`config.mk`:
```
export PLATFORM = sky130hd
export DESIGN_NAME = integer_to_ascii_formatter_unit
export DESIGN_NICKNAME = d
export VERILOG_FILES = /design/src/rtl/iaf_pkg.sv /design/src/rtl/iaf_front.sv /design/src/rtl/iaf_queue.sv /design/src/rtl/iaf_back.sv /design/src/rtl/integer_to_ascii_formatter_unit.sv
export SDC_FILE = /design/constraint.sdc
export NUM_CORES = 1
export LEC_CHECK = 0
export ABC_AREA = 1
export BUFFER_PORTS_ARGS = -buffer_cell sky130_fd_sc_hd__buf_2
export CORE_MARGIN = 2
export CORE_UTILIZATION = 46
export CTS_CLUSTER_DIAMETER = 30
export DETAILED_ROUTE_END_ITERATION = 16
export PLACE_DENSITY = 0.74
export SYNTH_ARGS = -nofsm -noshare
export SYNTH_HDL_FRONTEND = slang
export SYNTH_HIERARCHICAL = 1
export SYNTH_SLANG_ARGS = --single-unit
```
`constraint.sdc`:
```
create_clock -name i_clk -period 12.3 [get_ports i_clk]
set_input_delay 2.46 -clock i_clk [delete_from_list [all_inputs] [get_ports i_clk]]
set_output_delay 2.46 -clock i_clk [all_outputs]
set_load 0.03 [all_outputs]
```
`src/rtl/iaf_pkg.sv`:
```
// ----------------------------------------------------------------------------
// iaf_pkg
// shared constants, types and codes for the integer to ascii formatter
// ----------------------------------------------------------------------------
package iaf_pkg;

    localparam int VALUE_BITS  = 64;
    localparam int MAX_DIGITS  = 20;
    localparam int MAX_WIDTH   = 62;
    localparam int QUEUE_DEPTH = 2;

    localparam int IN_VALUE_W = 64;
    localparam int WIDTH_W    = 6;
    localparam int CH_W       = 8;

    localparam int DIG_BITS = MAX_DIGITS * 4;
    localparam int CNT_W    = $clog2(MAX_DIGITS + 1);
    localparam int IDX_W    = $clog2(MAX_DIGITS);
    localparam int BIT_W    = $clog2(VALUE_BITS);
    localparam int QPTR_W   = (QUEUE_DEPTH > 1) ? $clog2(QUEUE_DEPTH) : 1;
    localparam int QCNT_W   = $clog2(QUEUE_DEPTH + 1);

    localparam logic [CH_W-1:0] CH_ZERO  = 8'h30;
    localparam logic [CH_W-1:0] CH_SPACE = 8'h20;
    localparam logic [CH_W-1:0] CH_MINUS = 8'h2d;
    localparam logic [CH_W-1:0] CH_X     = 8'h78;
    localparam logic [CH_W-1:0] CH_A     = 8'h61;

    typedef enum logic [1:0] {
        CONV_UDEC = 2'd0,
        CONV_SDEC = 2'd1,
        CONV_HEX  = 2'd2,
        CONV_PTR  = 2'd3
    } t_conv;

    typedef enum logic [1:0] {
        FS_IDLE,
        FS_DABBLE,
        FS_SCAN,
        FS_PUSH
    } t_front_state;

    typedef enum logic [2:0] {
        BS_IDLE,
        BS_SIGN,
        BS_PREFIX0,
        BS_PREFIXX,
        BS_PAD,
        BS_DIGITS
    } t_back_state;

    // one classified and converted request, ready to be printed
    typedef struct packed {
        logic [DIG_BITS-1:0] digits;
        logic [CNT_W-1:0]    count;
        logic [WIDTH_W-1:0]  pad;
        logic                neg;
        logic                prefix;
        logic                zpad;
    } t_job;

endpackage

```
`src/rtl/iaf_front.sv`:
```
// ----------------------------------------------------------------------------
// iaf_front
// accepts requests, classifies them and converts the magnitude to digits
// ----------------------------------------------------------------------------
module iaf_front import iaf_pkg::*; (
    input  logic                  i_clk,
    input  logic                  i_rst_n,
    input  logic                  i_push,
    output logic                  o_full,
    input  logic [IN_VALUE_W-1:0] i_value,
    input  logic [1:0]            i_conversion,
    input  logic                  i_zero_pad,
    input  logic [WIDTH_W-1:0]    i_width,
    output logic                  o_job_valid,
    input  logic                  i_job_full,
    output t_job                  o_job
);

    t_front_state r_state, n_state;

    logic [VALUE_BITS-1:0] r_shift, n_shift;
    logic [DIG_BITS-1:0]   r_bcd, n_bcd;
    logic                  r_ovf, n_ovf;
    logic [BIT_W-1:0]      r_bit, n_bit;
    logic [IDX_W-1:0]      r_idx, n_idx;
    logic [WIDTH_W-1:0]    r_width, n_width;
    logic                  r_neg, n_neg;
    logic                  r_prefix, n_prefix;
    logic                  r_zpad, n_zpad;
    logic [CNT_W-1:0]      r_count, n_count;
    logic [WIDTH_W-1:0]    r_pad, n_pad;

    logic [VALUE_BITS-1:0]          w_val;
    logic [VALUE_BITS-1:0]          w_mag;
    logic                           w_neg;
    logic [WIDTH_W-1:0]             w_wsat;
    logic [DIG_BITS+VALUE_BITS-1:0] w_ext;
    logic [DIG_BITS-1:0]            w_adj;
    logic [3:0]                     w_scan_digit;
    logic [CNT_W-1:0]               w_scan_count;
    logic [WIDTH_W:0]               w_w_ext;
    logic [WIDTH_W:0]               w_c_ext;

    assign w_val  = i_value[VALUE_BITS-1:0];
    assign w_neg  = (t_conv'(i_conversion) == CONV_SDEC) && w_val[VALUE_BITS-1];
    assign w_mag  = w_neg ? (~w_val + VALUE_BITS'(1)) : w_val;
    assign w_wsat = (i_width > WIDTH_W'(MAX_WIDTH)) ? WIDTH_W'(MAX_WIDTH) : i_width;
    assign w_ext  = {{DIG_BITS{1'b0}}, w_mag};

    // add-3 correction, each digit on its own
    always_comb begin
        for (int k = 0; k < MAX_DIGITS; k++) begin
            if (r_bcd[4*k +: 4] >= 4'd5) begin
                w_adj[4*k +: 4] = r_bcd[4*k +: 4] + 4'd3;
            end else begin
                w_adj[4*k +: 4] = r_bcd[4*k +: 4];
            end
        end
    end

    assign w_scan_digit = r_bcd[{r_idx, 2'b00} +: 4];
    assign w_scan_count = r_ovf ? CNT_W'(MAX_DIGITS) : (CNT_W'(r_idx) + CNT_W'(1));
    assign w_w_ext      = {1'b0, r_width};
    assign w_c_ext      = (WIDTH_W + 1)'(w_scan_count);

    always_comb begin
        n_state  = r_state;
        n_shift  = r_shift;
        n_bcd    = r_bcd;
        n_ovf    = r_ovf;
        n_bit    = r_bit;
        n_idx    = r_idx;
        n_width  = r_width;
        n_neg    = r_neg;
        n_prefix = r_prefix;
        n_zpad   = r_zpad;
        n_count  = r_count;
        n_pad    = r_pad;
        case (r_state)
            FS_IDLE: begin
                if (i_push) begin
                    n_neg    = w_neg;
                    n_prefix = (t_conv'(i_conversion) == CONV_PTR);
                    n_zpad   = i_zero_pad;
                    n_width  = (w_neg && (w_wsat != '0)) ? (w_wsat - WIDTH_W'(1)) : w_wsat;
                    n_idx    = IDX_W'(MAX_DIGITS - 1);
                    n_shift  = w_mag;
                    n_bit    = BIT_W'(VALUE_BITS - 1);
                    if (t_conv'(i_conversion) inside {CONV_HEX, CONV_PTR}) begin
                        n_bcd   = w_ext[DIG_BITS-1:0];
                        n_ovf   = |w_ext[DIG_BITS+VALUE_BITS-1:DIG_BITS];
                        n_state = FS_SCAN;
                    end else begin
                        n_bcd   = '0;
                        n_ovf   = 1'b0;
                        n_state = FS_DABBLE;
                    end
                end
            end
            FS_DABBLE: begin
                n_bcd   = {w_adj[DIG_BITS-2:0], r_shift[VALUE_BITS-1]};
                n_ovf   = r_ovf | w_adj[DIG_BITS-1];
                n_shift = {r_shift[VALUE_BITS-2:0], 1'b0};
                n_bit   = r_bit - BIT_W'(1);
                if (r_bit == '0) begin
                    n_state = FS_SCAN;
                end
            end
            FS_SCAN: begin
                // walk down from the top digit to the first nonzero one
                if (r_ovf || (w_scan_digit != 4'd0) || (r_idx == '0)) begin
                    n_count = w_scan_count;
                    n_pad   = (w_w_ext > w_c_ext) ? WIDTH_W'(w_w_ext - w_c_ext) : '0;
                    n_state = FS_PUSH;
                end else begin
                    n_idx = r_idx - IDX_W'(1);
                end
            end
            FS_PUSH: begin
                if (!i_job_full) begin
                    n_state = FS_IDLE;
                end
            end
            default: begin
                n_state = FS_IDLE;
            end
        endcase
    end

    always_ff @(posedge i_clk) begin
        if (!i_rst_n) begin
            r_state <= FS_IDLE;
        end else begin
            r_state <= n_state;
        end
    end

    always_ff @(posedge i_clk) begin
        r_shift  <= n_shift;
        r_bcd    <= n_bcd;
        r_ovf    <= n_ovf;
        r_bit    <= n_bit;
        r_idx    <= n_idx;
        r_width  <= n_width;
        r_neg    <= n_neg;
        r_prefix <= n_prefix;
        r_zpad   <= n_zpad;
        r_count  <= n_count;
        r_pad    <= n_pad;
    end

    assign o_full       = (r_state != FS_IDLE);
    assign o_job_valid  = (r_state == FS_PUSH);
    assign o_job.digits = r_bcd;
    assign o_job.count  = r_count;
    assign o_job.pad    = r_pad;
    assign o_job.neg    = r_neg;
    assign o_job.prefix = r_prefix;
    assign o_job.zpad   = r_zpad;

endmodule

```
`src/rtl/iaf_queue.sv`:
```
// ----------------------------------------------------------------------------
// iaf_queue
// short fifo of converted requests between front and back
// ----------------------------------------------------------------------------
module iaf_queue import iaf_pkg::*; (
    input  logic i_clk,
    input  logic i_rst_n,
    input  logic i_push,
    output logic o_full,
    input  t_job i_job,
    input  logic i_pop,
    output logic o_empty,
    output t_job o_job
);

    t_job              r_mem [QUEUE_DEPTH];
    logic [QPTR_W-1:0] r_wr_ptr, n_wr_ptr;
    logic [QPTR_W-1:0] r_rd_ptr, n_rd_ptr;
    logic [QCNT_W-1:0] r_count, n_count;
    logic              w_wr;
    logic              w_rd;

    assign o_full  = (r_count == QCNT_W'(QUEUE_DEPTH));
    assign o_empty = (r_count == '0);
    assign w_wr    = i_push && !o_full;
    assign w_rd    = i_pop && !o_empty;
    assign o_job   = r_mem[r_rd_ptr];

    always_comb begin
        n_wr_ptr = r_wr_ptr;
        n_rd_ptr = r_rd_ptr;
        n_count  = r_count;
        if (w_wr) begin
            n_wr_ptr = (r_wr_ptr == QPTR_W'(QUEUE_DEPTH - 1)) ? '0 : (r_wr_ptr + QPTR_W'(1));
        end
        if (w_rd) begin
            n_rd_ptr = (r_rd_ptr == QPTR_W'(QUEUE_DEPTH - 1)) ? '0 : (r_rd_ptr + QPTR_W'(1));
        end
        if (w_wr && !w_rd) begin
            n_count = r_count + QCNT_W'(1);
        end else if (w_rd && !w_wr) begin
            n_count = r_count - QCNT_W'(1);
        end
    end

    always_ff @(posedge i_clk) begin
        if (!i_rst_n) begin
            r_wr_ptr <= '0;
            r_rd_ptr <= '0;
            r_count  <= '0;
        end else begin
            r_wr_ptr <= n_wr_ptr;
            r_rd_ptr <= n_rd_ptr;
            r_count  <= n_count;
        end
    end

    always_ff @(posedge i_clk) begin
        if (w_wr) begin
            r_mem[r_wr_ptr] <= i_job;
        end
    end

endmodule

```
`src/rtl/iaf_back.sv`:
```
// ----------------------------------------------------------------------------
// iaf_back
// prints one converted request as a stream of characters
// ----------------------------------------------------------------------------
module iaf_back import iaf_pkg::*; (
    input  logic            i_clk,
    input  logic            i_rst_n,
    input  logic            i_job_empty,
    output logic            o_job_pop,
    input  t_job            i_job,
    output logic            o_empty,
    input  logic            i_pop,
    output logic [CH_W-1:0] o_ch,
    output logic            o_last
);

    t_back_state r_state, n_state;

    t_job               r_job, n_job;
    logic [WIDTH_W-1:0] r_pad, n_pad;
    logic [IDX_W-1:0]   r_idx, n_idx;
    logic               r_valid, n_valid;
    logic [CH_W-1:0]    r_ch, n_ch;
    logic               r_last, n_last;

    logic        w_slot;
    logic [3:0]  w_digit;
    t_back_state w_after_prefix;
    t_back_state w_after_sign;
    t_back_state w_first;

    assign w_slot  = !r_valid || i_pop;
    assign w_digit = r_job.digits[{r_idx, 2'b00} +: 4];

    assign w_after_prefix = (r_pad != '0) ? BS_PAD : BS_DIGITS;
    assign w_after_sign   = r_job.prefix ? BS_PREFIX0 : w_after_prefix;

    always_comb begin
        if (i_job.neg) begin
            w_first = BS_SIGN;
        end else if (i_job.prefix) begin
            w_first = BS_PREFIX0;
        end else if (i_job.pad != '0) begin
            w_first = BS_PAD;
        end else begin
            w_first = BS_DIGITS;
        end
    end

    always_comb begin
        n_state   = r_state;
        n_job     = r_job;
        n_pad     = r_pad;
        n_idx     = r_idx;
        n_valid   = r_valid && !i_pop;
        n_ch      = r_ch;
        n_last    = r_last;
        o_job_pop = 1'b0;
        case (r_state)
            BS_IDLE: begin
                if (!i_job_empty) begin
                    o_job_pop = 1'b1;
                    n_job     = i_job;
                    n_pad     = i_job.pad;
                    n_idx     = IDX_W'(i_job.count - CNT_W'(1));
                    n_state   = w_first;
                end
            end
            BS_SIGN: begin
                if (w_slot) begin
                    n_valid = 1'b1;
                    n_ch    = CH_MINUS;
                    n_last  = 1'b0;
                    n_state = w_after_sign;
                end
            end
            BS_PREFIX0: begin
                if (w_slot) begin
                    n_valid = 1'b1;
                    n_ch    = CH_ZERO;
                    n_last  = 1'b0;
                    n_state = BS_PREFIXX;
                end
            end
            BS_PREFIXX: begin
                if (w_slot) begin
                    n_valid = 1'b1;
                    n_ch    = CH_X;
                    n_last  = 1'b0;
                    n_state = w_after_prefix;
                end
            end
            BS_PAD: begin
                if (w_slot) begin
                    n_valid = 1'b1;
                    n_ch    = r_job.zpad ? CH_ZERO : CH_SPACE;
                    n_last  = 1'b0;
                    n_pad   = r_pad - WIDTH_W'(1);
                    if (r_pad == WIDTH_W'(1)) begin
                        n_state = BS_DIGITS;
                    end
                end
            end
            BS_DIGITS: begin
                if (w_slot) begin
                    n_valid = 1'b1;
                    if (w_digit < 4'd10) begin
                        n_ch = CH_ZERO + CH_W'(w_digit);
                    end else begin
                        n_ch = CH_A + CH_W'(w_digit - 4'd10);
                    end
                    n_last = (r_idx == '0);
                    n_idx  = r_idx - IDX_W'(1);
                    if (r_idx == '0) begin
                        n_state = BS_IDLE;
                    end
                end
            end
            default: begin
                n_state = BS_IDLE;
            end
        endcase
    end

    always_ff @(posedge i_clk) begin
        if (!i_rst_n) begin
            r_state <= BS_IDLE;
            r_valid <= 1'b0;
        end else begin
            r_state <= n_state;
            r_valid <= n_valid;
        end
    end

    always_ff @(posedge i_clk) begin
        r_job  <= n_job;
        r_pad  <= n_pad;
        r_idx  <= n_idx;
        r_ch   <= n_ch;
        r_last <= n_last;
    end

    assign o_empty = !r_valid;
    assign o_ch    = r_ch;
    assign o_last  = r_last;

endmodule

```
`src/rtl/integer_to_ascii_formatter_unit.sv`:
```
// ----------------------------------------------------------------------------
// integer_to_ascii_formatter_unit
// printf style integer conversion with field width and padding
// ----------------------------------------------------------------------------
// Each request carries a value, a conversion kind (unsigned decimal, signed
// decimal, hex, or hex with a 0x prefix), a zero-pad flag and a field width;
// it comes back as a stream of ascii characters, one per result, with last
// set on the final one. The front converts the magnitude: a decimal request
// is accepted, runs VALUE_BITS shift-and-add-3 steps, scans down for the
// leading digit and is handed to the queue; a hex request skips the shifting
// and always walks past the four top digits. The back takes a job from
// a two-entry queue and then gives one character per cycle while pop keeps
// up (at most 64 characters). The two halves overlap, so the front can
// convert the next request while the back still prints. full is high while
// the front works on a request.
// ----------------------------------------------------------------------------
module integer_to_ascii_formatter_unit import iaf_pkg::*; (
    input  logic                  i_clk,
    input  logic                  i_rst_n,
    // request side
    input  logic                  push,
    output logic                  full,
    input  logic [IN_VALUE_W-1:0] i_value,
    input  logic [1:0]            i_conversion,
    input  logic                  i_zero_pad,
    input  logic [WIDTH_W-1:0]    i_width,
    // character side
    output logic                  empty,
    input  logic                  pop,
    output logic [CH_W-1:0]       o_ch,
    output logic                  o_last
);

    // converted jobs between front and queue
    t_job w_front_job;
    logic w_front_valid;
    logic w_queue_full;

    // jobs between queue and back
    t_job w_back_job;
    logic w_queue_empty;
    logic w_back_pop;

    // classify and convert to digits
    iaf_front u_front (
        .i_clk        (i_clk),
        .i_rst_n      (i_rst_n),
        .i_push       (push),
        .o_full       (full),
        .i_value      (i_value),
        .i_conversion (i_conversion),
        .i_zero_pad   (i_zero_pad),
        .i_width      (i_width),
        .o_job_valid  (w_front_valid),
        .i_job_full   (w_queue_full),
        .o_job        (w_front_job)
    );

    // lets the front start the next conversion while the back still prints
    iaf_queue u_queue (
        .i_clk   (i_clk),
        .i_rst_n (i_rst_n),
        .i_push  (w_front_valid),
        .o_full  (w_queue_full),
        .i_job   (w_front_job),
        .i_pop   (w_back_pop),
        .o_empty (w_queue_empty),
        .o_job   (w_back_job)
    );

    // sign, prefix, padding and digits out through a registered slot
    iaf_back u_back (
        .i_clk       (i_clk),
        .i_rst_n     (i_rst_n),
        .i_job_empty (w_queue_empty),
        .o_job_pop   (w_back_pop),
        .i_job       (w_back_job),
        .o_empty     (empty),
        .i_pop       (pop),
        .o_ch        (o_ch),
        .o_last      (o_last)
    );

endmodule

```
==> flow_metrics.env, run 1 <==
export IMPL_status="completed"
export IMPL_rsz0062_at_grt="false"
export IMPL_cp_start_kind="primary input"
export IMPL_synthCells=2368
export IMPL_synth_seq_cells=477
export IMPL_p_leak_nw=11.0
export IMPL_syn_area_per_cell_um2=10.2
export IMPL_maxCapViolations=0
export IMPL_path_clk_slew_ns=0.05
export IMPL_clk_path_buf_depth=3
export IMPL_met2WireLength_um=30200
export IMPL_ys_warn_count=6
export IMPL_critPathSlowestCell="buf_4"
export IMPL_synth_async_sr_flop_share_pct=0
export IMPL_cp_required_ns=12.65
export IMPL_cts_setup_buffers=0
export IMPL_timing_hold_violations_final=0
export IMPL_total_power_mw=7.09
export IMPL_setup_ws_ns=7.84
export IMPL_antenna_left=0
export IMPL_insertion_delay_ns=0.62
export IMPL_dpl_instance_area_mm2=0.0253
export IMPL_dieArea_mm2=0.0545
export IMPL_setup_viol=0
export IMPL_grt_first_pass_wirelength_um=97500
export IMPL_grt_ovfl_total=0
export IMPL_crit_path_end_kind="flop"
export IMPL_cp_cell_sequence="buf_2, buf_4, nor2_4, buf_4, nand2_1, o21ai_0, nand2_1, nand2_1, o21ai_0"
export IMPL_root_buffer="clkbuf_16"
export IMPL_cp_slowest_stage_delay_ns=0.61
export IMPL_grt_util_all_layers_pct=23.3
export IMPL_wl_per_cell_um=19.4
export IMPL_synth_area_mm2=0.0242
export IMPL_wl_met3_um=4540
export IMPL_path_max_fanout=54
export IMPL_layout_nets=2625
export IMPL_firstDrtPassIters=7
export IMPL_cp_endpoint="u_front/r_shift[30]"
export IMPL_antenna_cells=0
export IMPL_wl_met1_um=25800
export IMPL_final_layout_size_suffix_gt1_share_pct=15.7
export IMPL_vias=17900
export IMPL_min_period_over_period_pct=36.3
export IMPL_routed_wl_um=63000
export IMPL_max_vdd_ir_drop_mv=0.120
export IMPL_slew_headroom_pct=25.2
export IMPL_cts_resized=0
export IMPL_min_path_type="reg2reg"
export IMPL_port_buffers=87
export IMPL_path_class="in2reg"
export IMPL_place_ws_ns=7.27
export IMPL_first_global_vias=17700
export IMPL_fmax_mhz=224
export IMPL_hpwl_um=42200
export IMPL_place_gp_congestion=0.919
export IMPL_drc=0
export IMPL_min_period_ns=4.46
export IMPL_synth_edff_count=466
export IMPL_rows=84
export IMPL_arrival_ns=4.81
export IMPL_fin_setup_tns_ns=0
export IMPL_crit_top_cell="nand2_1"
export IMPL_die_w_um=233
export IMPL_start_util_pct=46.3
export IMPL_area_growth_pct=17.1
export IMPL_rrSetupSlack_ns=8.10
export IMPL_core_mm2=0.0523
export IMPL_syn_num_nets=2509
export IMPL_tightest_slew_ns=1.12
export IMPL_synthFlopType="edfxtp_1"
export IMPL_dr_max_layer_used="met5"
export IMPL_drv_slew=0
export IMPL_first_iter_violations=1703
export IMPL_die_h_um=233
export IMPL_synth_cell_types=61
export IMPL_cts_tree="yes"
export IMPL_r2r_end="u_front/r_bcd[17]"
export IMPL_ctsHtreeMaxLevel=3
export IMPL_antenna_found_initial=1
export IMPL_via_per_inst=5.51
export IMPL_reg2reg_from="u_front/r_state[1]"
export IMPL_seq_area_frac_synth_pct=58.7
export IMPL_num_io_pins=88
export IMPL_powerDensity_mw_per_mm2=250
export IMPL_r2r_cells=6
export IMPL_cts_buffers=89
export IMPL_clock_skew_ns=0.0194
export IMPL_numClockSinks=477
export IMPL_grt_max_degree=80
export IMPL_stdcell_area_mm2=0.0284
export IMPL_startpoint="i_conversion[1]"
export IMPL_cts_hold_buf=0
## power breakdown
part | leakage [nW] | internal, mW | total [mW] | switching, mW
logic | 5.10 | 0.538 | 1.78 | 1.24
registers | 4.40 | 2.48 | 2.83 | 0.347
clock network | 1.49 | 1.61 | 2.49 | 0.875
## flip-flops by register name, summed over array words and instances (netlist names), 2 cells and up, named ones only
| register | cells |
|---|---|
| u_back/o_ch | 8 |
| u_back/r_idx | 5 |
| u_back/r_job | 82 |
| u_back/r_pad | 6 |
| u_back/r_state | 3 |
| u_front/r_bcd | 80 |
| u_front/r_bit | 6 |
| u_front/r_count | 5 |
| u_front/r_idx | 5 |
| u_front/r_pad | 6 |
| u_front/r_shift | 64 |
| u_front/r_state | 2 |
| u_front/r_width | 6 |
| u_queue/r_count | 2 |
| u_queue/r_mem | 188 |
## worst max-delay path: cells and delay by family
| kind | cells | cell delay, ns |
|---|---|---|
| AOI/OAI and AO/OA | 2 | 0.28 |
| and+or+nand+nor | 4 | 1.01 |
| buffers and inverters | 3 | 0.99 |
## how the worst min path moves through the flow
stage | start | cells past startpoint | to
global route | u_front/r_pad[4] | 0 | u_queue/r_mem[1][7]
global placement | u_front/r_pad[4] | 0 | u_queue/r_mem[0][7]
floorplan | u_front/r_count[1] | 0 | u_queue/r_mem[0][10]
detailed placement | u_front/r_count[1] | 0 | u_queue/r_mem[1][10]
CTS | u_front/r_count[1] | 0 | u_queue/r_mem[1][10]
finish | u_front/r_pad[4] | 0 | u_queue/r_mem[0][7]
## cell type report
cell class	count	area (um^2)
multi-input combinational	1514	8500
fill	4379	24000
clock inverter	72	831
timing repair buffer	103	556
inverter	299	1130
sequential	477	14200
tap	688	861
clock buffer	94	2270
## per-stage QoR
step | util [%] | hold slack [ns] | std cells
floorplan | - | 0.421 | 2368
global placement | 48.3 | 0.425 | 3081
detailed placement | 48.3 | 0.438 | 3081
CTS | 54.2 | 0.443 | 3247
global route | 54.2 | 0.454 | 3247
finish | 54.2 | 0.445 | 3247
## cells in the mapped netlist, drive strengths merged (2+ instances only)
| cell type | n | area share [%] |
|---|---|---|
| a211oi | 7 | 0.22 |
| a21oi | 79 | 1.7 |
| a31oi | 15 | 0.39 |
| and2 | 2 | 0.052 |
| and3 | 2 | 0.052 |
| buf | 44 | 1.3 |
| clkbuf | 34 | 0.53 |
| clkinv | 2 | 0.031 |
| dfxtp | 11 | 0.91 |
| edfxtp | 466 | 58 |
| ha | 63 | 3.3 |
| inv | 297 | 4.6 |
| mux2 | 94 | 4.4 |
| nand2 | 412 | 6.6 |
| nand3 | 170 | 3.7 |
| nand3b | 4 | 0.12 |
| nand4 | 24 | 0.62 |
| nor2 | 282 | 4.7 |
| nor3 | 25 | 0.54 |
| nor4 | 6 | 0.15 |
| o211ai | 14 | 0.45 |
| o21ai | 203 | 4.2 |
| o22ai | 6 | 0.15 |
| o2bb2ai | 2 | 0.072 |
| o311ai | 2 | 0.072 |
| o31ai | 30 | 0.95 |
| o32ai | 4 | 0.14 |
| or2 | 6 | 0.15 |
| xnor2 | 5 | 0.18 |
| xor2 | 47 | 1.7 |
## logic make-up after synthesis
| group | count (synthesis) | synth area share, % |
|---|---|---|
| AND/OR/NAND/NOR | 934 | 16.6 |
| flip-flops | 477 | 58.7 |
| buffers and inverters | 377 | 6.44 |
| AO/OA/AOI/OAI | 369 | 8.63 |
| multiplexers | 94 | 4.37 |
| adder cells (fa/ha/maj) | 64 | 3.34 |
| XOR/XNOR | 52 | 1.88 |
| other | 1 | 0.0155 |
## per-layer routing
layer | up-vias | global-route usage (%)
met5 | - | 0
met2 | 712 | 38.1
li1 | 8422 | -
met3 | 131 | 4.31
met4 | 2 | 11.2
met1 | 8613 | 30.0
## cells in the final DEF (no fill, tap or decap), types with 12 or more instances in the layout
master	Yosys	final
inv_1	292	291
bufinv_16	0	12
mux2_2	94	94
xor2_1	47	47
nor3_1	24	24
a31oi_1	15	15
clkinv_1	2	12
nor2_1	270	266
a21oi_1	76	76
o21ai_0	179	178
o211ai_1	13	13
clkbuf_16	0	90
edfxtp_1	466	466
o31ai_1	29	29
nand3_1	165	165
nand4_1	24	24
o21ai_1	22	22
buf_4	12	16
buf_2	17	87
ha_1	63	62
nand2_1	402	402
Note: power is estimated with default switching activity, not from simulation.
==> run 2: changes to the inputs <==
--- a/config.mk
+++ b/config.mk
@@ -11,7 +11,7 @@
 export CORE_UTILIZATION = 46
 export CTS_CLUSTER_DIAMETER = 30
 export DETAILED_ROUTE_END_ITERATION = 16
-export PLACE_DENSITY = 0.74
+export PLACE_DENSITY = 0.71
 export SYNTH_ARGS = -nofsm -noshare
 export SYNTH_HDL_FRONTEND = slang
 export SYNTH_HIERARCHICAL = 1
==> constraint.sdc (replaced) <==
create_clock -name i_clk -period 4.3 [get_ports i_clk]
set_input_delay 0.86 -clock i_clk [delete_from_list [all_inputs] [get_ports i_clk]]
set_output_delay 0.86 -clock i_clk [all_outputs]
set_load 0.03 [all_outputs]
==> run 2 against run 1 <==
Critical path depth rose by 6. Setup slack got worse by 6.8 ns. Register-to-register slack got worse by 7.0 ns. Sequential share of layout area fell by 0.80 points. Die area did not move. Non-clock buffer count rose by 10. Sequential cell count did not move. Power rose to 3.0 times the previous value. First-iteration DRC count rose by 9.0%. Clock-buffer cell count rose by 10. Global-route usage rose by 0.25 points.
==> flow_metrics.env, run 2 (synthesis gave the netlist of run 1 again) <==
export IMPL_first_iter_violations=1857
export IMPL_fill_cells=4355
export IMPL_startpoint="u_back/r_idx[0]"
export IMPL_via_per_inst=5.51
export IMPL_root_buffer="clkbuf_16"
export IMPL_r2r_cells=15
export IMPL_core_mm2=0.0523
export IMPL_rows=84
export IMPL_cts_resized=0
export IMPL_post_route_util_pct=55.1
export IMPL_fmax_mhz=310
export IMPL_antenna_left=0
export IMPL_final_layout_size_suffix_gt1_share_pct=16.4
export IMPL_routed_wl_um=63600
export IMPL_cts_tree="yes"
export IMPL_wl_per_cell_um=19.4
export IMPL_dpl_instance_area_mm2=0.0254
export IMPL_min_period_ns=3.22
export IMPL_layout_nets=2642
export IMPL_timing_hold_violations_final=0
export IMPL_vias=18000
export IMPL_stdcell_area_mm2=0.0288
export IMPL_drc=0
export IMPL_grt_max_degree=129
export IMPL_pwr_share_clk_pct=36.9
export IMPL_r2r_end="u_back/o_ch[4]"
export IMPL_largestRegisters="u_queue/r_mem: 188 flops, u_back/r_job: 82 flops, u_front/r_bcd: 80 flops"
export IMPL_min_path_type="in2reg"
export IMPL_path_max_fanout=22
export IMPL_cp_required_ns=4.67
export IMPL_antenna_cells=0
export IMPL_num_io_pins=88
export IMPL_maxCapViolations=0
export IMPL_setup_viol=0
export IMPL_place_ws_ns=1.16
export IMPL_seqPwrFrac_pct=38.7
export IMPL_die_w_um=233
export IMPL_largest_register="u_queue/r_mem"
export IMPL_rsz0062_at_grt="false"
export IMPL_netSwitchingPower_mw=7.04
export IMPL_ctsHtreeMaxLevel=3
export IMPL_first_global_vias=17800
export IMPL_slew_headroom_pct=25.8
export IMPL_fin_cells=3272
export IMPL_cp_endpoint="u_back/o_ch[4]"
export IMPL_firstDrtPassIters=6
export IMPL_numClockSinks=477
export IMPL_power_internal_mw=13.9
export IMPL_path_clk_slew_ns=0.05
export IMPL_grt_first_pass_wirelength_um=98600
export IMPL_arrival_ns=3.59
export IMPL_p_leak_nw=11.2
export IMPL_cts_hold_buf=0
export IMPL_drv_slew=0
export IMPL_cts_setup_buffers=0
export IMPL_port_buffers=87
export IMPL_total_power_mw=20.9
export IMPL_cts_buffers=96
export IMPL_layout_commonest_cell="edfxtp_1"
export IMPL_crit_path_end_kind="flop"
export IMPL_rrSetupSlack_ns=1.08
export IMPL_switching_share_pct=33.6
export IMPL_status="completed"
export IMPL_hpwl_um=43200
export IMPL_grt_util_all_layers_pct=23.6
export IMPL_dp_cells=3091
export IMPL_min_period_over_period_pct=74.9
export IMPL_reg2reg_from="u_back/r_idx[0]"
export IMPL_cp_slowest_stage_delay_ns=0.80
export IMPL_tightest_slew_ns=1.11
export IMPL_largest_register_ff_count=188
export IMPL_final_cell_mix="466 x edfxtp_1, 402 x nand2_1, 291 x inv_1"
export IMPL_path_class="reg2reg"
export IMPL_cp_start_kind="flop"
export IMPL_max_vdd_ir_drop_mv=0.362
export IMPL_area_growth_pct=19.0
export IMPL_powerDensity_mw_per_mm2=727
export IMPL_critPathSlowestCell="edfxtp_1"
export IMPL_insertion_delay_ns=0.63
export IMPL_combPwrFrac_pct=24.4
export IMPL_die_h_um=233
export IMPL_clk_path_buf_depth=3
export IMPL_grt_ovfl_total=0
export IMPL_place_gp_congestion=0.985
export IMPL_setup_ws_ns=1.08
export IMPL_start_util_pct=46.3
export IMPL_cp_cell_sequence="buf_4, nand2_1, nand3_1, nand3_1, nand3_1, nand2_1, a21oi_2, ha_1, inv_1, ha_1, inv_1, nor3_1, nand2_1, nand3_1, nand2_1"
export IMPL_dieArea_mm2=0.0545
export IMPL_clock_skew_ns=0.0184
export IMPL_antenna_found_initial=0
==> run 2: cell count changes in the layout (fill, tap and decap cells not counted) <==
cell	previous run	this run
clkbuf_16	90	97
clkbuf_1	4	7
inv_6	10	8
inv_8	5	3
clkinv_2	10	12
clkinv_1	12	11
buf_12	0	5
clkinvlp_4	11	17
bufinv_16	12	17
buf_4	16	21
clkinv_4	10	7
==> run 2: worst max-delay path: cells and delay by family, from the launching register on <==
kind | cells | cell delay, ns
simple gates | 9 | 0.94
fa+ha+maj | 2 | 0.48
compound gates | 1 | 0.27
buf+inv | 3 | 0.47
flops | 1 | 0.80
==> run 2: power by group through the flow <==
stage | Combinational [mW] | Clock, mW | Sequential, mW
final | 5.10 | 7.74 | 8.10
after global routing | 5.73 | 8.06 | 8.24
after CTS | 5.07 | 7.83 | 8.08
after detailed placement | 4.98 | 0 | 8.14
after global placement | 4.78 | 0 | 8.05
after floorplan | 3.59 | 0 | 7.85
==> run 2: area by class of cell <==
| cell class | count | area (um^2) | share of cell area, % |
|---|---|---|---|
| sequential | 477 | 14200 | 49.3 |
| multi-input combinational | 1514 | 8500 | 29.5 |
| clock buffer | 104 | 2450 | 8.51 |
| inverter | 299 | 1130 | 3.91 |
| clock inverter | 77 | 966 | 3.35 |
| tap | 688 | 861 | 2.99 |
| timing repair buffer | 113 | 693 | 2.41 |
==> run 2: worst min-delay path by stage <==
stage / from / end / slack (ns) / depth (start not counted)
floorplan: u_front/r_count[1] / u_queue/r_mem[0][10] / 0.42 / 0
global placement: u_front/r_pad[2] / u_queue/r_mem[0][5] / 0.42 / 0
detailed placement: u_front/r_count[1] / u_queue/r_mem[0][10] / 0.43 / 0
CTS: i_zero_pad / u_front/r_zpad / 0.38 / 1
global route: i_zero_pad / u_front/r_zpad / 0.40 / 1
finish: i_zero_pad / u_front/r_zpad / 0.42 / 1
==> run 2: per-stage QoR <==
stage	hold slack [ns]	setup TNS (ns)
after floorplan	0.421	-157.93
after global placement	0.424	0
after detailed placement	0.431	0
after CTS	0.382	0
after global routing	0.405	0
final	0.417	0
==> run 2: metal layers <==
metal / vias up / wire, um / global-route usage [%]
met5: - / 0 / 0
met4: 0 / 2350 / 11.0
met3: 137 / 4180 / 3.44
met2: 736 / 30600 / 38.8
met1: 8680 / 26500 / 30.8
li1: 8467 / - / -
